## src/hw/rtl/hse_pkg.sv

```systemverilog
// hse_pkg: shared types and constants for the heap sort engine.
// No dependencies.
`timescale 1ns / 1ps
`default_nettype none
package hse_pkg;
  localparam int unsigned KeyW = 64;

  typedef enum logic [2:0] {
    CMD_NONE,
    CMD_LOAD,
    CMD_RD_A,
    CMD_RD_B,
    CMD_WR_A,
    CMD_WR_B,
    CMD_RD_OUT
  } cmd_e;

  // compare of two doubles as numbers, a > b; NaN unsupported
  function automatic logic dbl_gt(input logic [KeyW-1:0] a, input logic [KeyW-1:0] b);
    logic sa, sb;
    logic mag_gt, mag_lt, both_zero;
    sa = a[KeyW-1];
    sb = b[KeyW-1];
    mag_gt = a[KeyW-2:0] > b[KeyW-2:0];
    mag_lt = a[KeyW-2:0] < b[KeyW-2:0];
    both_zero = (a[KeyW-2:0] == '0) && (b[KeyW-2:0] == '0);
    if (both_zero) return 1'b0;
    if (!sa && sb) return 1'b1;
    if (sa && !sb) return 1'b0;
    if (!sa) return mag_gt;
    return mag_lt;
  endfunction
endpackage
`default_nettype wire

```

## src/hw/rtl/hse_ram.sv

```systemverilog
// hse_ram: generic single-port RAM with registered read.
// No dependencies.
`timescale 1ns / 1ps
`default_nettype none
module hse_ram #(
  parameter int unsigned Width = 64,
  parameter int unsigned Depth = 64
) (
  input  wire logic                     clk_i,
  input  wire logic                     we_i,
  input  wire logic [$clog2(Depth)-1:0] addr_i,
  input  wire logic [Width-1:0]         wdata_i,
  output logic      [Width-1:0]         rdata_o
);
  logic [Width-1:0] mem_q [Depth];
  always_ff @(posedge clk_i) begin
    if (we_i) begin
      mem_q[addr_i] <= wdata_i;
    end
    rdata_o <= mem_q[addr_i];
  end
endmodule
`default_nettype wire

```

## src/hw/rtl/hse_datapath.sv

```systemverilog
// hse_datapath: key store, two key registers and comparator.
// Depends on hse_pkg and hse_ram.
`timescale 1ns / 1ps
`default_nettype none
module hse_datapath import hse_pkg::*; #(
  parameter int unsigned Capacity = 64,
  localparam int unsigned AW = (Capacity > 1) ? $clog2(Capacity) : 1
) (
  input  wire logic            clk_i,
  input  wire cmd_e            cmd_i,
  input  wire logic [AW-1:0]   addr_i,
  input  wire logic [KeyW-1:0] key_i,
  input  wire logic            cap_a_i,
  input  wire logic            cap_b_i,
  output logic [KeyW-1:0]      a_o,
  output logic                 b_gt_a_o,
  output logic [KeyW-1:0]      rdata_o
);
  logic [KeyW-1:0] a_q, b_q, wdata;
  logic            we;

  always_comb begin
    we = 1'b0;
    wdata = key_i;
    case (cmd_i)
      CMD_LOAD: we = 1'b1;
      CMD_WR_A: begin we = 1'b1; wdata = a_q; end
      CMD_WR_B: begin we = 1'b1; wdata = b_q; end
      default: we = 1'b0;
    endcase
  end

  hse_ram #(.Width(KeyW), .Depth(Capacity)) u_ram (
    .clk_i, .we_i(we), .addr_i, .wdata_i(wdata), .rdata_o
  );

  always_ff @(posedge clk_i) begin
    if (cap_a_i) a_q <= rdata_o;
    if (cap_b_i) b_q <= rdata_o;
  end

  assign a_o = a_q;
  assign b_gt_a_o = dbl_gt(b_q, a_q);
endmodule
`default_nettype wire

```

## src/hw/rtl/hse_ctrl.sv

```systemverilog
// hse_ctrl: load, heapsort sequencer and read-out state machine.
// Depends on hse_pkg.
`timescale 1ns / 1ps
`default_nettype none
module hse_ctrl import hse_pkg::*; #(
  parameter int unsigned Capacity = 64,
  localparam int unsigned AW = (Capacity > 1) ? $clog2(Capacity) : 1,
  localparam int unsigned CW = $clog2(Capacity + 1)
) (
  input  wire logic          clk_i,
  input  wire logic          rst_ni,
  input  wire logic          in_valid_i,
  input  wire logic          last_i,
  output logic               in_ready_o,
  input  wire logic          out_ready_i,
  output logic               out_valid_o,
  output logic               out_last_o,
  output logic               out_drop_o,
  output logic               out_sel_o,
  output cmd_e               cmd_o,
  output logic [AW-1:0]      addr_o,
  output logic               cap_a_o,
  output logic               cap_b_o,
  input  wire logic          b_gt_a_i
);
  typedef enum logic [3:0] {
    S_LOAD, S_NEXT, S_RD_TOP, S_CAP_TOP, S_RD_CH, S_CAP_CH, S_CMP,
    S_SW_RD_N, S_SW_RD_T, S_SW_CAP_T, S_SWAP_T, S_SWAP_C, S_OUT_RD, S_OUT_SHOW
  } state_e;

  state_e        state_q;
  logic [CW-1:0] cnt_q;    // keys held
  logic [CW-1:0] len_q;    // heap size
  logic [CW-1:0] node_q;   // sifting node
  logic [CW-1:0] top_q;    // current largest
  logic [CW-1:0] ch_q;     // child under test
  logic [CW-1:0] bld_q;    // build index (next node + 1)
  logic [CW-1:0] k_q;      // read-out index
  logic          build_q, drop_q, right_q, root_q;
  logic [CW:0]   left;

  assign in_ready_o = (state_q == S_LOAD);
  assign out_last_o = (k_q + 1'b1 == cnt_q);
  assign out_drop_o = drop_q;
  assign left = {node_q, 1'b1};

  always_comb begin
    cmd_o = CMD_NONE;
    addr_o = '0;
    cap_a_o = 1'b0;
    cap_b_o = 1'b0;
    out_valid_o = 1'b0;
    out_sel_o = 1'b0;
    case (state_q)
      S_LOAD: begin
        addr_o = cnt_q[AW-1:0];
        if (in_valid_i && cnt_q != CW'(Capacity)) cmd_o = CMD_LOAD;
      end
      S_RD_TOP: begin cmd_o = CMD_RD_A; addr_o = top_q[AW-1:0]; end
      S_CAP_TOP: cap_a_o = 1'b1;
      S_RD_CH: begin cmd_o = CMD_RD_B; addr_o = ch_q[AW-1:0]; end
      S_CAP_CH: cap_b_o = 1'b1;
      // swap: A <- mem[node], B <- mem[top], then cross-write
      S_SW_RD_N: begin cmd_o = CMD_RD_A; addr_o = node_q[AW-1:0]; end
      S_SW_RD_T: begin cmd_o = CMD_RD_B; addr_o = top_q[AW-1:0]; cap_a_o = 1'b1; end
      S_SW_CAP_T: cap_b_o = 1'b1;
      S_SWAP_T: begin cmd_o = CMD_WR_B; addr_o = node_q[AW-1:0]; end
      S_SWAP_C: begin cmd_o = CMD_WR_A; addr_o = top_q[AW-1:0]; end
      S_OUT_RD: addr_o = k_q[AW-1:0];
      S_OUT_SHOW: begin out_valid_o = 1'b1; out_sel_o = 1'b1; addr_o = k_q[AW-1:0]; end
      default: cmd_o = CMD_NONE;
    endcase
  end

  always_ff @(posedge clk_i or negedge rst_ni) begin
    if (!rst_ni) begin
      state_q <= S_LOAD;
      cnt_q <= '0; len_q <= '0; node_q <= '0; top_q <= '0; ch_q <= '0;
      bld_q <= '0; k_q <= '0; build_q <= 1'b0; drop_q <= 1'b0; right_q <= 1'b0;
      root_q <= 1'b0;
    end else begin
      case (state_q)
        S_LOAD: if (in_valid_i) begin
          logic [CW-1:0] n;
          n = (cnt_q != CW'(Capacity)) ? cnt_q + 1'b1 : cnt_q;
          if (cnt_q == CW'(Capacity)) drop_q <= 1'b1;
          cnt_q <= n;
          if (last_i) begin
            len_q <= n;
            bld_q <= n >> 1;
            build_q <= 1'b1;
            state_q <= S_NEXT;
          end
        end
        S_NEXT: begin
          if (build_q && bld_q != '0) begin
            node_q <= bld_q - 1'b1; top_q <= bld_q - 1'b1;
            bld_q <= bld_q - 1'b1;
            right_q <= 1'b0;
            state_q <= S_RD_TOP;
          end else if (len_q > CW'(1)) begin
            // swap root with last heap entry, then sift the root
            build_q <= 1'b0;
            len_q <= len_q - 1'b1;
            node_q <= '0;
            top_q <= len_q - 1'b1;
            right_q <= 1'b0;
            root_q <= 1'b1;
            state_q <= S_SW_RD_N;
          end else begin
            build_q <= 1'b0;
            k_q <= '0;
            state_q <= (cnt_q == '0) ? S_LOAD : S_OUT_RD;
          end
        end
        S_RD_TOP: state_q <= S_CAP_TOP;
        // A holds mem[top]; right_q set once the left child has been tested
        S_CAP_TOP: begin
          if (!right_q) begin
            if (left < {1'b0, len_q}) begin
              ch_q <= left[CW-1:0]; state_q <= S_RD_CH;
            end else state_q <= S_NEXT;
          end else if (left + 1'b1 < {1'b0, len_q}) begin
            ch_q <= left[CW-1:0] + 1'b1; state_q <= S_RD_CH;
          end else if (top_q != node_q) begin
            state_q <= S_SW_RD_N;
          end else state_q <= S_NEXT;
        end
        S_RD_CH: state_q <= S_CAP_CH;
        S_CAP_CH: state_q <= S_CMP;
        S_CMP: begin
          if (!right_q) begin
            right_q <= 1'b1;
            if (b_gt_a_i) begin
              top_q <= ch_q;
              state_q <= S_RD_TOP; // reload A with the new top
            end else if (left + 1'b1 < {1'b0, len_q}) begin
              ch_q <= left[CW-1:0] + 1'b1; state_q <= S_RD_CH;
            end else state_q <= S_NEXT;
          end else if (b_gt_a_i || top_q != node_q) begin
            if (b_gt_a_i) top_q <= ch_q;
            state_q <= S_SW_RD_N;
          end else state_q <= S_NEXT;
        end
        S_SW_RD_N: state_q <= S_SW_RD_T;
        S_SW_RD_T: state_q <= S_SW_CAP_T;
        S_SW_CAP_T: state_q <= S_SWAP_T;
        S_SWAP_T: state_q <= S_SWAP_C;
        S_SWAP_C: begin
          node_q <= root_q ? '0 : top_q;
          top_q <= root_q ? '0 : top_q;
          right_q <= 1'b0;
          root_q <= 1'b0;
          state_q <= S_RD_TOP;
        end
        S_OUT_RD: state_q <= S_OUT_SHOW;
        S_OUT_SHOW: if (out_ready_i) begin
          if (k_q + 1'b1 == cnt_q) begin
            cnt_q <= '0; drop_q <= 1'b0; state_q <= S_LOAD;
          end else begin
            k_q <= k_q + 1'b1; state_q <= S_OUT_RD;
          end
        end
        default: state_q <= S_LOAD;
      endcase
    end
  end
endmodule
`default_nettype wire

```

## src/hw/rtl/heap_sort_engine.sv

```systemverilog
// heap_sort_engine: top level, heapsort of double keys.
// Depends on hse_pkg, hse_ctrl, hse_datapath.
//
//  channel | valid     | ready     | words
//  in      | in_valid_i| in_ready_o| key_bits_i, last_key_i
//  out     | out_valid_o| out_ready_i| sorted_bits_o, last_sorted_o, keys_dropped_o
//
// Load accepts one word per cycle. Sort runs on one single-port key RAM:
// each sift level reads the top and each child into the key registers for a
// compare, reloads a new top, and swaps via two reads and two writes; each
// sort-down step first swaps the root; read-out reads each word, then shows it.
// Input is stalled from the last key until the final word is taken.
// Reset clears control state only; the RAM needs no clearing.
`timescale 1ns / 1ps
`default_nettype none
module heap_sort_engine import hse_pkg::*; #(
  parameter int unsigned CAPACITY = 64
) (
  input  wire logic            clk_i,
  input  wire logic            rst_ni,
  input  wire logic            in_valid_i,
  output logic                 in_ready_o,
  input  wire logic [KeyW-1:0] key_bits_i,
  input  wire logic            last_key_i,
  output logic                 out_valid_o,
  input  wire logic            out_ready_i,
  output logic [KeyW-1:0]      sorted_bits_o,
  output logic                 last_sorted_o,
  output logic                 keys_dropped_o
);
  localparam int unsigned AW = (CAPACITY > 1) ? $clog2(CAPACITY) : 1;
  cmd_e            cmd;
  logic [AW-1:0]   addr;
  logic            cap_a, cap_b, b_gt_a, out_sel;
  logic [KeyW-1:0] a_val, rdata;

  hse_ctrl #(.Capacity(CAPACITY)) u_ctrl (
    .clk_i, .rst_ni, .in_valid_i, .last_i(last_key_i), .in_ready_o,
    .out_ready_i, .out_valid_o, .out_last_o(last_sorted_o),
    .out_drop_o(keys_dropped_o), .out_sel_o(out_sel), .cmd_o(cmd), .addr_o(addr),
    .cap_a_o(cap_a), .cap_b_o(cap_b), .b_gt_a_i(b_gt_a)
  );

  hse_datapath #(.Capacity(CAPACITY)) u_dp (
    .clk_i, .cmd_i(cmd), .addr_i(addr), .key_i(key_bits_i),
    .cap_a_i(cap_a), .cap_b_i(cap_b), .a_o(a_val), .b_gt_a_o(b_gt_a), .rdata_o(rdata)
  );

  assign sorted_bits_o = out_sel ? rdata : a_val;
endmodule
`default_nettype wire
```

## config.mk

```make
export PLATFORM = sky130hd
export DESIGN_NAME = heap_sort_engine
export DESIGN_NICKNAME = d
export VERILOG_FILES = /design/src/hw/rtl/hse_pkg.sv /design/src/hw/rtl/hse_ram.sv /design/src/hw/rtl/hse_datapath.sv /design/src/hw/rtl/hse_ctrl.sv /design/src/hw/rtl/heap_sort_engine.sv
export SDC_FILE = /design/constraint.sdc
export NUM_CORES = 2
export LEC_CHECK = 0
export BUFFER_PORTS_ARGS = -buffer_cell sky130_fd_sc_hd__buf_4
export CAP_MARGIN = 30
export CELL_PAD_IN_SITES_DETAIL_PLACEMENT = 2
export CELL_PAD_IN_SITES_GLOBAL_PLACEMENT = 2
export CORE_ASPECT_RATIO = 1.75
export CORE_MARGIN = 4
export CORE_UTILIZATION = 49
export DETAILED_ROUTE_END_ITERATION = 6
export PLACE_DENSITY_LB_ADDON = 0.1
export SLEW_MARGIN = 20
export SYNTH_ARGS = -nofsm -noshare
export SYNTH_HDL_FRONTEND = slang
export SYNTH_SLANG_ARGS = --single-unit
```

## constraint.sdc

```tcl
create_clock -name clk_i -period 8.7 [get_ports clk_i]
set_input_delay 0.435 -clock clk_i [delete_from_list [all_inputs] [get_ports clk_i]]
set_output_delay 0.435 -clock clk_i [all_outputs]
set_load 0.02 [all_outputs]
```

==> results by group, run 1 <==
Outcome
  • Status: stopped before the end
  • Halt Stage: detailed placement
  • Error: [ERROR DPL-0033] detailed placement checks failed during check placement.

Floorplanning
  • Die Wd: 440.1 microns
  • Initial core utilization: 49.21%
  • Ports: 137
  • Die height: 764.2 microns
  • Site Rows: 277

Synthesis
  • Synth area leaders: edfxtp_1 79%, a22oi_1 9.5%, a41oi_1 1.9%
  • Synth Warn #: 0
  • EDFF count, synth: 4,224
  • Mapped Nets: 9,059
  • Post-synthesis sequential area ratio: 80.90%
  • Post-synthesis cell count: 8,907
  • Post-synth top flop: edfxtp_1
  • Cell area after synthesis: 160,100 sq um
  • Count of cell types in the netlist: 77
  • Yosys reg bits: 4,345
  • FFs w/ async S/R, synth: 1.312%
  • Area leader, netlist: edfxtp_1
  • Post-synth top area share: 79.21%
  • Syn Area/Cell: 17.98 sq um

Placement
  • PortBufs: 136
  • Routability cong.: 0.8829
  • Post-detail-place hpwl: 429,800 microns
-- stage by stage --
| step | instance area (sq um) | instances | hold WS, ns | worst slack [ns] |
|---|---|---|---|---|
| global placement | 168400 | 13116 | 0.4358 | 2.674 |
| floorplan | 160100 | 8907 | 0.1394 | 1.274 |
-- synth_stat cells, types with 57 or more instances --
library cell / count
a41oi_1: 353
o21ai_0: 174
clkbuf_1: 208
mux2i_1: 65
ha_1: 83
buf_2: 314
nand4_1: 178
edfxtp_1: 4224
a22oi_1: 2027
inv_1: 91
nand3_1: 93
nor2_1: 126
dfxtp_1: 64
dfrtp_1: 57
a21oi_1: 207
nand2_1: 234
nor4_1: 74
-- cells by family after synthesis --
logic type | after synthesis | share of synthesized area, %
multiplexers | 74 | 0.4836
flip-flops | 4345 | 80.90
AND/OR/NAND/NOR | 792 | 2.504
AO/OA/AOI/OAI | 2903 | 13.40
adder cells (fa/ha/maj) | 83 | 0.6485
XOR/XNOR | 40 | 0.2188
buffers and inverters | 670 | 1.844
==> inputs of run 2 (changes only) <==
CELL_PAD_IN_SITES_DETAIL_PLACEMENT = not set   (was 2)
CELL_PAD_IN_SITES_GLOBAL_PLACEMENT = not set   (was 2)
CORE_ASPECT_RATIO = not set   (was 1.75)
CORE_UTILIZATION = 36   (was 49)
PLACE_DENSITY_LB_ADDON = 0.15   (was 0.1)
==> run 2 against run 1 <==
The flow now finishes without violations. Synthesized cell count unchanged. Synthesized area unchanged.
==> results by group, run 2 <==
Synthesis
  • Most frequent cell after synthesis: edfxtp_1
  • FFs w/ async S/R, synth: 1.312% (unchanged)
  • Post-synthesis cell count: 8,907 (unchanged)
  • Count of cell types in the netlist: 77 (unchanged)
  • Mapped Nets: 9,059 (unchanged)
  • Most common library cells after synthesis: 4,224 x edfxtp_1, 2,027 x a22oi_1, 353 x a41oi_1
  • Post-synth top area share: 79.21% (unchanged)
  • Post-synth top flop: edfxtp_1
  • Syn Area/Cell: 17.98 sq um (unchanged)
  • Synth Warn #: 0 (unchanged)
  • Synth area leaders: edfxtp_1 79%, a22oi_1 9.5%, a41oi_1 1.9%
  • Area leader, netlist: edfxtp_1
  • Post-synthesis sequential area ratio: 80.90% (unchanged)
  • EDFF count, synth: 4,224 (unchanged)
  • Cell area after synthesis: 160,100 sq um (unchanged)
  • Yosys reg bits: 4,345 (unchanged)

Power and ir drop
  • P_sw: 24,710 uW
  • Clk pwr share: 29.0%
  • Pwr per Cell Area: 355.6 nW/um^2
  • P_leak: 0.05655 uW
  • Internal power: 41,320 uW
  • Maximum VDD drop: 0.5026 mV
  • Logic pwr share: 31.6%
  • Fraction of power spent switching nets: 37.42%
  • Part of the power in registers: 39.4%
  • Final Power: 66,030 uW

Placement
  • Setup Slack @ Placement: 2.685 ns
  • PortBufs: 136 (unchanged)
  • DP Area: 170,900 sq um
  • Post-detail-place hpwl: 334,300 microns (-22%)
  • Routability cong.: 0.8588 (-2.7%)

Global routing
  • Initial antenna violation count: 43
  • First-pass GRT wire length: 812,400 microns
  • GRT Total Usage: 25.67%
  • Largest net degree at the start of global routing: 101
  • Met2 usage: 40.06%
  • Vias in the first global route: 92,484
  • Gr busiest metal: met2
  • Met1 Use GR: 36.55%
  • Grt total ovfl: 0
  • GR Layer Usage met3: 4.812%

Clocking
  • Root Buffer: clkbuf_16
  • # clock sinks: 4,345
  • Post-CTS Setup Bufs: 0
  • CTS tree: built
  • CTS H-tree depth: 5
  • TritonCTS Buffers: 453
  • Max Root-Sink Buffers: 4
  • Clk Latency, worst-skew pair: 1.00 ns
  • Reg clk slew, reported paths: 0.07 ns

Floorplanning
  • Ports: 137 (unchanged)
  • Die Wd: 674.9 microns (+53%)
  • Die height: 674.9 microns (-12%)
  • Site Rows: 244 (-12%)
  • Initial core utilization: 36.20% (-13 points)
  • Area of the core: 442,400 sq um
  • Die Area: 455,600 sq um

Routing
  • Pre-antenna DRT Iters: 6
  • Routed Wire Length: 602,700 microns
  • Routed Antenna Nets: 0
  • Iter 0 DRT Violations: 13,157
  • Routed vias: 96,694
  • Detailed-route wire length per cell: 38.61 microns
  • Vias per cell: 6.195
  • Residual DRC count: 0

Timing
  • Setup ws final: 2.756 ns
  • Maximum clock frequency: 0.1682 GHz
  • Final period util: 68.32%
  • RSZ-0062 raised after global routing: false
  • Clk_skew: 0.05883 ns
  • Final Max Tran Viols: 0
  • Slew HR: 2.570%
  • Slew @ Worst Pin: 1.461 ns
  • Finish-stage setup viols: 0
  • Post-layout min period: 5.944 ns
  • Final hold violation count: 0
  • Total negative setup slack: 0 ns

Setup path
  • Slowest CP cell: nor2_4
  • Worst-path maximum fanout: 40
  • CP Launch Type: register
  • Crit path buf inv count: 1
  • Critical path capture point type: register
  • Setup CP Type: register to register
  • Max incr delay on CP: 0.92 ns
  • Critical Path AT: 6.53 ns
  • Worst path required time: 9.28 ns
  • Cell-by-cell trace of the critical path: nand2b_1 -> and3_1 -> o21a_1 -> a221oi_2 -> nor2b_1 -> nand2_4 -> nor2_4 -> buf_4
  • Family with the most delay on the worst path: simple AND/OR/NAND/NOR gates

Final layout
  • Max FFs per register: 4,096
  • Final Util: 41.97%
  • Most common cell after layout, fill and taps aside: edfxtp_1
  • Nets: 9,454
  • FILL cells: 38,799
  • Biggest register: u_dp.u_ram.mem_q
  • Register area: 129,500 sq um
  • Multi-input logic area: 28,980 sq um
  • Final instance area: 185,700 sq um
  • Share of cells above drive strength 1: 13.92%
  • Commonest non-fill, non-tap cells in the layout: 4,224 x edfxtp_1, 2,027 x a22oi_1, 461 x clkbuf_16, 445 x buf_4, 353 x a41oi_1
  • Area Overhead vs Synth: 15.95%

Run
  • Max Cap Viol: 0

Outcome
  • Status: complete, no violations

Hold path
  • Hold Crit Class: input port to async pin
==> run 2: cell counts after synthesis <==
Identical to the previous run, type by type.
==> run 2: cell families after synthesis <==
kind of cell	Yosys count	share of synthesized area, %
compound gates	2903	13.40
xor+xnor	40	0.2188
fa+ha+maj	83	0.6485
buf+inv	670	1.844
flops	4345	80.90
mux	74	0.4836
simple gates	792	2.504
==> run 2: stage by stage <==
step	instances	hold WS, ns
floorplan	8907	0.1394
detailed placement	14740	0.4584
global route	15604	0.1049
CTS	15590	0.02664
finish	15609	0.06697
global placement	14722	0.4489
==> run 2: layout make-up <==
type,instances,area share (%)
Antenna cell,13,0.01752
Clock buffer,576,6.559
Clock inverter,269,1.305
Inverter,92,0.1873
Multi-Input combinational cell,3892,15.61
Sequential cell,4345,69.77
Tap cell,5904,3.979
Timing Repair Buffer,518,2.570
==> run 2: final timing paths <==
path | cells past startpoint | slack, ns | start | end
min in group clk_i | 4 | 0.27 | key_bits_i[3] | u_dp.u_ram.mem_q[14][3]
max reg2reg | 8 | 2.76 | u_ctrl.state_q[0] | u_dp.u_ram.mem_q[41][16]
min reg2reg | 0 | 0.47 | u_dp.u_ram.rdata_o[12] | u_dp.a_o[12]
max | 8 | 2.76 | u_ctrl.state_q[0] | u_dp.u_ram.mem_q[41][16]
max in group asynchronous | 2 | 8.13 | rst_ni | u_ctrl.ch_q[0]
min | 2 | 0.07 | rst_ni | u_ctrl.bld_q[3]
==> run 2: power by group through the flow <==
stage          sequential, uW  combinational [uW]  clock (uW)
2_1_floorplan           25800               11200           0
3_3_place_gp            26400               20500           0
3_5_place_dp            26400               20600           0
4_1_cts                 26000               20700       19400
5_1_grt                 26000               21800       20300
6_report                26000               20800       19200
==> run 2: what timing repair did <==
item	CTS	global route
resized for setup	0	0
hold endpoints to repair	65	0
hold buffers	5	0
==> run 2: layer usage <==
layer	vias to the layer above	wire, microns
met4	8	20540
met2	5613	275100
met1	51812	249600
met5	-	60
met3	857	57380
li1	38404	-
Note: power is estimated with default switching activity, not from simulation.
